[src/hw/rtl/pidsa_pkg.sv]
`timescale 1ns / 1ps
`default_nettype none
// ----------------------------------------------------------------------------
// PID speed-to-acceleration package
// Shared types, register indexes, operation codes and controller commands.
// ----------------------------------------------------------------------------
package pidsa_pkg;

   localparam int unsigned CsrAddrWidth = 5;
   localparam int unsigned DivSteps     = 33;   // quotient bits of the derivative divide

   typedef enum logic [1:0] {
      OP_UPDATE = 2'd0,
      OP_SET    = 2'd1,
      OP_CLEAR  = 2'd2,
      OP_NONE   = 2'd3
   } op_type;

   typedef enum logic [2:0] {
      REG_KP    = 3'd0,
      REG_KI    = 3'd1,
      REG_KD    = 3'd2,
      REG_BOUND = 3'd3,
      REG_ACC   = 3'd4,
      REG_DEC   = 3'd5,
      REG_JERK  = 3'd6,
      REG_NONE  = 3'd7
   } reg_type;

   typedef enum logic [3:0] {
      ST_IDLE,
      ST_DECODE,
      ST_DIV,
      ST_SAT,
      ST_MUL_P,
      ST_MUL_I,
      ST_MUL_D,
      ST_CLAMP,
      ST_JERK,
      ST_DONE
   } state_type;

   // controller to datapath
   typedef struct packed {
      logic load;      // capture item
      logic div_init;  // set up divider
      logic div_step;  // one restoring step
      logic sat;       // saturate quotient
      logic mul_p;
      logic mul_i;
      logic mul_d;
      logic clamp;     // output clamp, integral commit
      logic jerk;      // rate limit, state write
      logic do_set;
      logic do_clear;
      logic reject;
   } cmd_type;

   // datapath to controller
   typedef struct packed {
      logic [1:0] op;
      logic       dt_zero;
      logic       div_done;
   } sts_type;

endpackage
`default_nettype wire

[src/hw/rtl/pidsa_ctrl.sv]
`timescale 1ns / 1ps
`default_nettype none
// ----------------------------------------------------------------------------
// PID controller sequencer
// Steps an update through decode, divide, three multiplies, clamp and limit.
// ----------------------------------------------------------------------------
module pidsa_ctrl
   import pidsa_pkg::*;
(
   input  wire logic    clock,
   input  wire logic    reset,
   input  wire logic    in_fire,
   input  wire logic    out_free,
   input  sts_type      sts,
   output cmd_type      cmd,
   output logic         busy,
   output logic         done
);

   state_type state_ff, state_in;

   always_ff @(posedge clock) begin
      if (reset) begin
         state_ff <= ST_IDLE;
      end else begin
         state_ff <= state_in;
      end
   end

   // next state
   always_comb begin
      state_in = state_ff;
      case (state_ff)
         ST_IDLE:   if (in_fire) state_in = ST_DECODE;
         ST_DECODE: begin
            if (sts.op == OP_UPDATE && !sts.dt_zero) state_in = ST_DIV;
            else                                      state_in = ST_DONE;
         end
         ST_DIV:    if (sts.div_done) state_in = ST_SAT;
         ST_SAT:    state_in = ST_MUL_P;
         ST_MUL_P:  state_in = ST_MUL_I;
         ST_MUL_I:  state_in = ST_MUL_D;
         ST_MUL_D:  state_in = ST_CLAMP;
         ST_CLAMP:  state_in = ST_JERK;
         ST_JERK:   state_in = ST_DONE;
         ST_DONE:   if (out_free) state_in = ST_IDLE;
         default:   state_in = ST_IDLE;
      endcase
   end

   // outputs
   always_comb begin
      cmd  = '0;
      busy = 1'b1;
      done = 1'b0;
      case (state_ff)
         ST_IDLE: begin
            busy     = 1'b0;
            cmd.load = in_fire;
         end
         ST_DECODE: begin
            cmd.div_init = sts.op == OP_UPDATE && !sts.dt_zero;
            cmd.do_set   = sts.op == OP_SET;
            cmd.do_clear = sts.op == OP_CLEAR;
            cmd.reject   = sts.op == OP_UPDATE && sts.dt_zero;
         end
         ST_DIV:   cmd.div_step = 1'b1;
         ST_SAT:   cmd.sat      = 1'b1;
         ST_MUL_P: cmd.mul_p    = 1'b1;
         ST_MUL_I: cmd.mul_i    = 1'b1;
         ST_MUL_D: cmd.mul_d    = 1'b1;
         ST_CLAMP: cmd.clamp    = 1'b1;
         ST_JERK:  cmd.jerk     = 1'b1;
         ST_DONE:  done         = 1'b1;
         default:  busy         = 1'b1;
      endcase
   end

   // a result is shown only after the state update has completed
   assert property (@(posedge clock) disable iff (reset)
      state_ff == ST_JERK |=> state_ff == ST_DONE)
      else $error("limit stage not followed by result");
   assert property (@(posedge clock) disable iff (reset)
      in_fire |-> state_ff == ST_IDLE)
      else $error("item accepted while busy");
   assert property (@(posedge clock) disable iff (reset)
      state_ff == ST_DONE && !out_free |=> state_ff == ST_DONE)
      else $error("result dropped under stall");

endmodule
`default_nettype wire

[config.mk]
export PLATFORM = sky130hd
export DESIGN_NAME = pidsa_ctrl
export DESIGN_NICKNAME = d
export VERILOG_FILES = /design/src/hw/rtl/pidsa_pkg.sv /design/src/hw/rtl/pidsa_ctrl.sv
export SDC_FILE = /design/constraint.sdc
export NUM_CORES = 1
export LEC_CHECK = 0
export BUFFER_PORTS_ARGS = -buffer_cell sky130_fd_sc_hd__buf_2
export CORE_AREA = 4 4 41 43
export DETAILED_ROUTE_END_ITERATION = 7
export DIE_AREA = 0 0 45 47
export PLACE_DENSITY = 0.67
export SETUP_SLACK_MARGIN = 0.02
export SLEW_MARGIN = 20
export SYNTH_ARGS = -nofsm -noshare
export SYNTH_HDL_FRONTEND = slang
export SYNTH_SLANG_ARGS = --single-unit
[constraint.sdc]
create_clock -name clock -period 2.2 [get_ports clock]
set_input_delay 0.44 -clock clock [delete_from_list [all_inputs] [get_ports clock]]
set_output_delay 0.44 -clock clock [all_outputs]
set_load 0.1 [all_outputs]
**Yosys cells after proc, flatten, opt, wreduce, memory -nomap -nowiden**

Index checks and enable logic that the tools add are counted.

- Output and inout port bits: 14
- Input port bits: 8
- Register bits after elaboration: 4
- Logic and storage cells: 38

- Muxes and demuxes: 17
- Reductions and logical operators: 6
- Eq/ne operators: 14

Operators with widths:

| cell | count |
|---|---|
| 4-bit case mux with 10 select lines | 1 |
| 4-bit by 3-bit equality test with 1-bit output, second input constant | 4 |
| 4-bit 2-to-1 mux | 4 |
| 1-bit 2-to-1 mux | 11 |
| 4-bit by 2-bit equality test with 1-bit output, second input constant | 2 |
| 4-bit equality test, second input constant | 2 |
| 2-bit != test, second input constant | 3 |
| 4-bit by 1-bit equality test with 1-bit output, second input constant | 1 |
| 4-bit zero test | 1 |
| 3-bit 2-to-1 mux | 1 |
| 3-bit AND reduction | 1 |
| 2-bit by 1-bit equality test with 1-bit output, second input constant | 1 |
| 2-bit equality test, second input constant | 1 |
| 1-bit logical AND | 2 |
| 2-bit zero test | 1 |
| 1-bit zero test | 1 |

**Longest topological paths before layout**

Gate-level depths: netlist of the first run.

- Depth in word-level cells: 4
- Gate-level depth with buffers: 5
- Gate-level depth less buffers: 4

**Least setup slack after synthesis of the first run**

OpenSTA, ideal clock, no wires.

- Kind: flip-flop to output port
- From: register state_ff[2]
- To: output cmd[1] in the netlist's numbering
- Setup slack: -1.938 ns
- Buffers on the path: 1
- Arrival: 3.698 ns
- Cell stages (with the launch flop): 4
- Data required time: 1.760 ns
- Path through: dfxtp_1 -> buf_6 -> nor2_1 -> nor4b_1

RTL lines:

| element | line | text |
|---|---|---|
| start: declaration | pidsa_ctrl.sv:20 | `state_type state_ff, state_in;` |
| start signal: assignment | pidsa_ctrl.sv:26 | `state_ff <= state_in;` |
| end: declaration | pidsa_ctrl.sv:15 | `output cmd_type cmd,` |

==> metrics.txt, run 1 <==
status finished clean; drt first-iter violations 2; commonest cells after routing, fill and taps aside buf_2 (18), a21oi_1 (5), nor2_2 (4), inv_1 (4), nor2_1 (4); max-slew violations 0; Layout area overhead 62.0%; Pwr Total 0.388 mW; TritonCTS clock tree built; htree depth 1; cell accounting for the most synthesized area dfxtp_1; Via Count 435; vias in the first global route 419; GR Util All Layers 12.0%; kind of start point of the critical path flip-flop; Die Height 47 um; FF+latch count, synth 4; unrepaired setup endpoints after global routing no; CP Data Arrival Time 1630 ps; Power per Cell Area 645 nW/um^2; Setup CP Type flip-flop to output port; antenna-violating nets left 0; setup TNS 0 ps; Sequential Area 82.6 um^2; root buffer cell clkbuf_4; most common cell after layout, fill and taps aside buf_2; cts hold-fix bufs 0; Final Net Count 84; filler instances 146; Final Hold Vio Count 0; global placer's final weighted congestion 0.832; Fin Clk Skew 0.845 ps; worst skew pair latency 240 ps; Leak 0.288 nW; multi-input logic area 298 um^2; DR vias/cell 4.89; Critical Path End Type output port; total gr overflow 0; final period utilization 94.0%; layout cells sized above 1 55.4%; # Post-CTS Setup Buffers 0; Setup Viol. Count Final 0; global-route wire length before repair 1840 um; Starting Density 28.6%; max reg flops 4; clock-pin transition on the worst setup and hold timing paths 40 ps; share of Yosys cell area claimed by the top area cell type 21.5%; crit path time final 2070 ps; max-cap violation count 0; largest fanout on the critical path 10; port bufs 21; Die X-Extent 45 um; clock sinks 4; initial antenna violation count 0; die area 2120 um^2; DP Area 577 um^2; Critical Path RT 1760 ps; HPWL after DPL 851 um; largest net degree at the start of global routing 12; CTS Buf Count 3; Synth cell types 24; Peak VDD IR 0.000295 V; register area share after synthesis 21.5%; Fmax 483 MHz; WL/cell 12.0 um; DRT Pass-1 Iters 3; Slew @ Worst Pin 493 ps; biggest regs state_ff x4; cell area after layout 602 um^2; Mapped Cells 52; cell row count 13; synth top area cells dfxtp_1 (22%), nor3_1 (9.4%), buf_6 (9.1%); drt drc 0; Syn Nets 60; Placeable Area 1300 um^2; HP Class input port to flip-flop; largest reg by FF count state_ff; YS warnings 0; io pins 22; WL final 1070 um; Max-slew headroom 67.4%; Post-Syn Area 372 um^2; clock buffer depth 2; Avg Inst Size Synth 7.15 um^2; Antenna Cells 0
synth_stat cells:
cell type	number
a21oi_1	5
a31oi_1	1
and3_1	1
buf_2	1
buf_6	3
dfxtp_1	4
inv_1	4
nand2_1	3
nand2b_1	1
nand2b_2	1
nand2b_4	1
nand3b_1	2
nor2_1	8
nor3_1	7
nor3_2	1
nor3b_1	1
nor4_1	1
nor4b_1	1
o21ba_1	1
o21bai_1	1
o32ai_1	1
or2_1	1
or3_1	1
xor2_1	1
final timing paths:
check	from	cells past startpoint	end	slack (ps)
setup reg to reg	state_ff[3]$_SDFFE_PP0P_	4	state_ff[1]$_SDFFE_PP0P_	820
hold reg to reg	state_ff[0]$_SDFFE_PP0P_	2	state_ff[0]$_SDFFE_PP0P_	720
hold / removal	reset	2	state_ff[0]$_SDFFE_PP0P_	410
setup / recovery	state_ff[3]$_SDFFE_PP0P_	4	cmd[0]	130
critical path: stages (launching register included):
cell	delay, ps
dfxtp_1	410
nor2_1	250
nand3b_1	250
nor3b_4	270
buf_12	200
final cells by class:
type                    instances  area share (%)
well taps                      15            3.12
multi-input cells              40            49.5
inverters                       4            2.49
clock buffers                   3            3.74
flip-flops and latches          4            13.7
repair buffers                 23            27.4
per-stage QoR:
step | cells | worst slack [ps] | util [%] | hold WS (ps)
floorplan | 52 | -520 | - | 509
global placement | 86 | 314 | 44.3 | 652
detailed placement | 86 | 268 | 44.3 | 649
CTS | 89 | 48.8 | 46.2 | 390
global route | 89 | 40.2 | 46.3 | 410
finish | 89 | 131 | 46.3 | 408
routing by layer:
| metal | wire length, um | global-route usage, % |
|---|---|---|
| met5 | 0 | 0 |
| met4 | 0 | 3.51 |
| met3 | 89 | 4.98 |
| met2 | 494 | 18.1 |
| met1 | 487 | 15.7 |
timing repair:
action / CTS / global route
endpoints found under the setup margin: 2 / 4
endpoints found under the hold margin: 0 / 0
gates resized for setup: 1 / 1
gates cloned: 0 / 0
logic make-up after synthesis:
family                    Yosys count  share of synthesized area (%)
AOI/OAI and AO/OA                   9                           15.5
xor gates and xnor gates            1                           2.36
buffers and inverters               8                           14.5
DFF                                 4                           21.5
and+or+nand+nor                    30                           46.1
power by group:
part / total, mW / switching, mW / internal, mW
clock network: 0.0928 / 0.0317 / 0.0611
logic: 0.197 / 0.146 / 0.0508
registers: 0.0984 / 0.0188 / 0.0796
total: 0.388 / 0.196 / 0.192
Note: power is estimated with default switching activity, not from simulation.
==> run 2: changes to the inputs <==
--- a/config.mk
+++ b/config.mk
@@ -10,6 +10,7 @@
 export DETAILED_ROUTE_END_ITERATION = 7
 export DIE_AREA = 0 0 45 47
 export PLACE_DENSITY = 0.67
+export RECOVER_POWER = 100
 export SETUP_SLACK_MARGIN = 0.02
 export SLEW_MARGIN = 20
 export SYNTH_ARGS = -nofsm -noshare
==> metrics.txt, run 2 (synthesis gave the netlist of run 1 again) <==
Pwr Total 0.383 mW (-1.2%); Max-slew headroom 63.6% (-3.8 points); htree depth 1 (unchanged); Critical Path End Type output port; vias in the first global route 419 (unchanged); Critical Path RT 1760 ps (about the same); met1 Use GR 15.7% (unchanged); Leak 0.275 nW (-4.5%); biggest regs state_ff x4; largest net degree at the start of global routing 12 (unchanged); clock-pin transition on the worst setup and hold timing paths 40 ps (about the same); most common cell after layout, fill and taps aside clkbuf_2; busiest layer in global routing met2; global-route wire length before repair 1840 um (unchanged); antenna-violating nets left 0 (unchanged); CTS Buf Count 3 (unchanged); Die Height 47 um (unchanged); met3 usage 4.98% (unchanged); DP Worst Slack 268 ps (unchanged); Starting Density 28.6% (unchanged); Non-Filler Instances 89 (unchanged); post-route worst setup slack 134 ps (+3.03 ps); CP max-delay cell clkbuf_2; DR vias/cell 4.94 (+1.1%); Slew @ Worst Pin 549 ps (+56.1 ps); Setup CP Type flip-flop to output port; cell row count 13 (unchanged); port bufs 21 (unchanged); Peak VDD IR 0.000300 V (+1.4%); filler instances 150 (+2.7%); cts hold-fix bufs 0 (unchanged); HPWL after DPL 851 um (unchanged); Power per Cell Area 667 nW/um^2 (+3.5%); WL/cell 12.1 um (+0.19%); total gr overflow 0 (unchanged); crit path time final 2070 ps (-3.03 ps); Final Hold Vio Count 0 (unchanged); largest fanout on the critical path 10 (unchanged); cell area after layout 574 um^2 (-4.6%); drt drc 0 (unchanged); commonest cells after routing, fill and taps aside clkbuf_2 (11), buf_2 (7), nor2_1 (6), a21oi_1 (5), inv_1 (4); clock sinks 4 (unchanged); Layout area overhead 54.5%; status finished clean; DRT Pass-1 Iters 4 (+1); largest reg by FF count state_ff; drt first-iter violations 5 (+3); Setup Viol. Count Final 0 (unchanged); max-cap violation count 0 (unchanged); cell breakdown of the critical path nand2b_1 -> nor2_1 -> clkbuf_2; Final Net Count 84 (unchanged); io pins 22 (unchanged); GR Util All Layers 12.0% (unchanged); Fmax 484 MHz (+0.15%); Antenna Cells 0 (unchanged); max reg flops 4 (unchanged); root buffer cell clkbuf_4; final period utilization 93.9% (-0.14 points); DP Area 577 um^2 (unchanged); global placer's final weighted congestion 0.832 (unchanged); met2 Usage GRT 18.1% (unchanged); DP Cell Count 86 (unchanged); Fin Clk Skew 0.188 ps (-0.657 ps); die area 2120 um^2 (unchanged); TritonCTS clock tree built; worst hold margin 409 ps (+1.24 ps); unrepaired setup endpoints after global routing no; clock buffer depth 2 (unchanged); Die X-Extent 45 um (unchanged); Placeable Area 1300 um^2 (unchanged); initial antenna violation count 0 (unchanged); worst skew pair latency 240 ps (about the same); max incr delay on CP 480 ps (+70 ps); kind of start point of the critical path flip-flop; max-slew violations 0 (unchanged); CP Data Arrival Time 1630 ps (about the same); layout cells sized above 1 52.7% (-2.7 points); WL final 1070 um (+0.19%); HP Class input port to flip-flop; Via Count 440 (+1.1%)
run 2: changes by cell type in the layout (fill, tap and decap cells not counted):
cell,before,now
buf_12,3,1
nor2_1,4,6
nand2b_2,1,2
buf_6,0,2
buf_2,18,7
clkbuf_2,0,11
nand2b_4,1,0
nor2_2,4,2
run 2: final cells by class:
cell class / instances / area, um^2 / share of cell area (%)
Timing Repair Buffer: 23 / 148 / 25.7
Sequential cell: 4 / 82.6 / 14.4
Clock buffer: 3 / 22.5 / 3.92
Inverter: 4 / 15.0 / 2.61
Tap cell: 15 / 18.8 / 3.27
Multi-Input combinational cell: 40 / 288 / 50.1
run 2: routing by layer:
metal  vias to the layer above  wire length (um)
met5                         -                 0
met4                         0                 0
met3                         0                83
met2                        18               503
met1                       197               486
li1                        225                 -
run 2: path summary, 6_finish.rpt:
kind,startpoint,cells after the start,endpoint,slack (ps)
hold / removal,reset,2,state_ff[0]$_SDFFE_PP0P_,410
hold reg to reg,state_ff[3]$_SDFFE_PP0P_,2,state_ff[1]$_SDFFE_PP0P_,710
setup reg to reg,state_ff[1]$_SDFFE_PP0P_,4,state_ff[1]$_SDFFE_PP0P_,880
setup / recovery,state_ff[3]$_SDFFE_PP0P_,3,cmd[4],130
run 2: report_power, final:
group | internal [mW] | total, mW | switching, mW
logic | 0.0470 | 0.193 | 0.146
clock network | 0.0611 | 0.0929 | 0.0317
registers | 0.0796 | 0.0974 | 0.0178
total | 0.188 | 0.383 | 0.195
run 2: through the flow:
| step | util (%) | TNS, ps |
|---|---|---|
| 2_1_floorplan | - | -653 |
| 3_3_place_gp | 44.3 | 0 |
| 3_5_place_dp | 44.3 | 0 |
| 4_1_cts | 46.2 | 0 |
| 5_1_grt | 44.1 | 0 |
| 6_report | 44.1 | 0 |
run 2: what timing repair did:
item | CTS | global route
setup buffers | 0 | 0
setup endpoints to repair | 2 | 4
resized for setup | 1 | 1
endpoints found under the hold margin | 0 | 0
run 2: worst max-delay path, delay by kind of cell, from the launching register on:
kind / cells / cell delay (ps)
and+or+nand+nor: 2 / 500
buffers and inverters: 1 / 480
DFF: 1 / 400
==> run 3: changes to the inputs <==
==> constraint.sdc (replaced) <==
create_clock -name clock -period 2.3 [get_ports clock]
set_input_delay 0.46 -clock clock [delete_from_list [all_inputs] [get_ports clock]]
set_output_delay 0.46 -clock clock [all_outputs]
set_load 0.1 [all_outputs]
==> metrics.txt, run 3 (synthesis gave the netlist of run 1 again) <==
status finished clean; Seq pwr share 25.5% (about the same); share of power burned in the clock network 24.2% (about the same); max-slew violations 0 (unchanged); unrepaired setup endpoints after global routing no; layout cells sized above 1 52.1% (-0.65 points); htree depth 1 (unchanged); clock sinks 4 (unchanged); Placeable Area 1300 um^2 (unchanged); die area 2120 um^2 (unchanged); HP Class input port to flip-flop; largest fanout on the critical path 8 (-2); DR vias/cell 4.86 (-1.6%); Final Net Count 83 (-1.2%); switching power 0.185 mW (-5.3%); Setup Viol. Count Final 0 (unchanged); global-route wire length before repair 1810 um (-1.5%); vias in the first global route 425 (+1.4%); max reg flops 4 (unchanged); Critical Path End Type output port; Layout area overhead 49.8%; DP Worst Slack 272 ps (+3.55 ps); Setup CP Type flip-flop to output port; Non-Filler Instances 88 (-1.1%); TritonCTS clock tree built; net switching fraction of the power 51.1% (+0.13 points); io pins 22 (unchanged); commonest cells after routing, fill and taps aside clkbuf_2 (10), buf_2 (8), nor2_1 (5), a21oi_1 (5); total gr overflow 0 (unchanged); Power per Cell Area 650 nW/um^2 (-2.6%); Max-slew headroom 63.9% (+0.38 points); CP Data Arrival Time 1680 ps (+50 ps); cts hold-fix bufs 0 (unchanged); max incr delay on CP 500 ps (+20 ps); port bufs 21 (unchanged); # Post-CTS Setup Buffers 0 (unchanged); WL final 1000 um (-6.8%); CTS Buf Count 3 (unchanged); root buffer cell clkbuf_4; most common cell after layout, fill and taps aside clkbuf_2; largest reg by FF count state_ff; post-route worst setup slack 161 ps (+27.4 ps); global placer's final weighted congestion 0.827 (-0.60%); Peak VDD IR 0.000248 V (-17%); drt drc 0 (unchanged); cell row count 13 (unchanged); kind of start point of the critical path flip-flop; Critical Path RT 1840 ps (+80 ps); Fin Clk Skew 1.57 ps (+1.38 ps); HPWL after DPL 791 um (-7.0%); internal power 0.177 mW (-5.8%); max-cap violation count 0 (unchanged); cell area after layout 557 um^2 (-3.1%); Via Count 428 (-2.7%); crit path time final 2140 ps; antenna-violating nets left 0 (unchanged); Fmax 468 MHz; Die X-Extent 45 um (unchanged); Leak 0.269 nW (-2.3%); DRT Pass-1 Iters 2 (-2); cell breakdown of the critical path clkbuf_1 -> nand2b_4 -> nor3_2 -> clkbuf_2; biggest regs state_ff x4; drt first-iter violations 3 (-2); worst skew pair latency 240 ps (about the same); GR Util All Layers 12.0% (unchanged); Comb pwr share 50.4% (about the same); Final Hold Vio Count 0 (unchanged); CP max-delay cell dfxtp_1; Die Height 47 um (unchanged); initial antenna violation count 0 (unchanged); DP Area 548 um^2 (-5.0%); final period utilization 93.0%; Starting Density 28.6% (unchanged); largest net degree at the start of global routing 12 (unchanged); DP Cell Count 85 (-1.2%); WL/cell 11.4 um (-5.7%); Antenna Cells 0 (unchanged); clock buffer depth 2 (unchanged); Slew @ Worst Pin 543 ps (-5.76 ps); clock-pin transition on the worst setup and hold timing paths 40 ps (about the same)
[run 3: critical path, delay by kind of cell (launching register included)]
| kind | cells | cell delay, ps |
|---|---|---|
| DFF | 1 | 500 |
| buffers and inverters | 2 | 750 |
| and+or+nand+nor | 2 | 190 |
[run 3: stage by stage]
| stage | util [%] | hold WS [ps] | setup TNS (ps) | power [mW] |
|---|---|---|---|---|
| floorplan | - | 529 | -481 | 0.250 |
| global placement | 42.1 | 631 | 0 | 0.277 |
| detailed placement | 42.1 | 623 | 0 | 0.279 |
| CTS | 44.0 | 418 | 0 | 0.372 |
| global route | 42.8 | 415 | 0 | 0.387 |
| finish | 42.8 | 419 | 0 | 0.362 |
[run 3: layout make-up]
cell class                      instances  area [um^2]
Inverter                                4         15.0
Sequential cell                         4         82.6
Timing Repair Buffer                   22          129
Fill cell                             145          744
Multi-Input combinational cell         40          289
Clock buffer                            3         22.5
Tap cell                               15         18.8
[run 3: routing by layer]
layer  global-route usage (%)  share of wire [%]
met3                     3.07                7.1
met4                     8.77                1.5
met2                     18.1                 49
met1                     14.8                 42
met5                        0                  0
[run 3: timing repair]
item | in CTS | in global routing
resized for setup | 1 | 2
setup endpoints to repair | 1 | 3
gates cloned | 0 | 0
[run 3: path summary, 6_finish.rpt]
kind / start / end / slack (ps) / depth (start not counted)
max: state_ff[3]$_SDFFE_PP0P_ / cmd[3] / 160 / 4
min: reset / state_ff[0]$_SDFFE_PP0P_ / 420 / 2
max reg2reg: state_ff[3]$_SDFFE_PP0P_ / state_ff[0]$_SDFFE_PP0P_ / 870 / 4
min reg2reg: state_ff[3]$_SDFFE_PP0P_ / state_ff[2]$_SDFFE_PP0P_ / 640 / 1
[run 3: power by group through the flow]
stage	combinational (mW)	clock (mW)	sequential [mW]
6_report	0.182	0.0875	0.0921
5_1_grt	0.195	0.0979	0.0939
4_1_cts	0.187	0.0938	0.0910
3_5_place_dp	0.187	0	0.0919
3_3_place_gp	0.186	0	0.0913
2_1_floorplan	0.169	0	0.0806
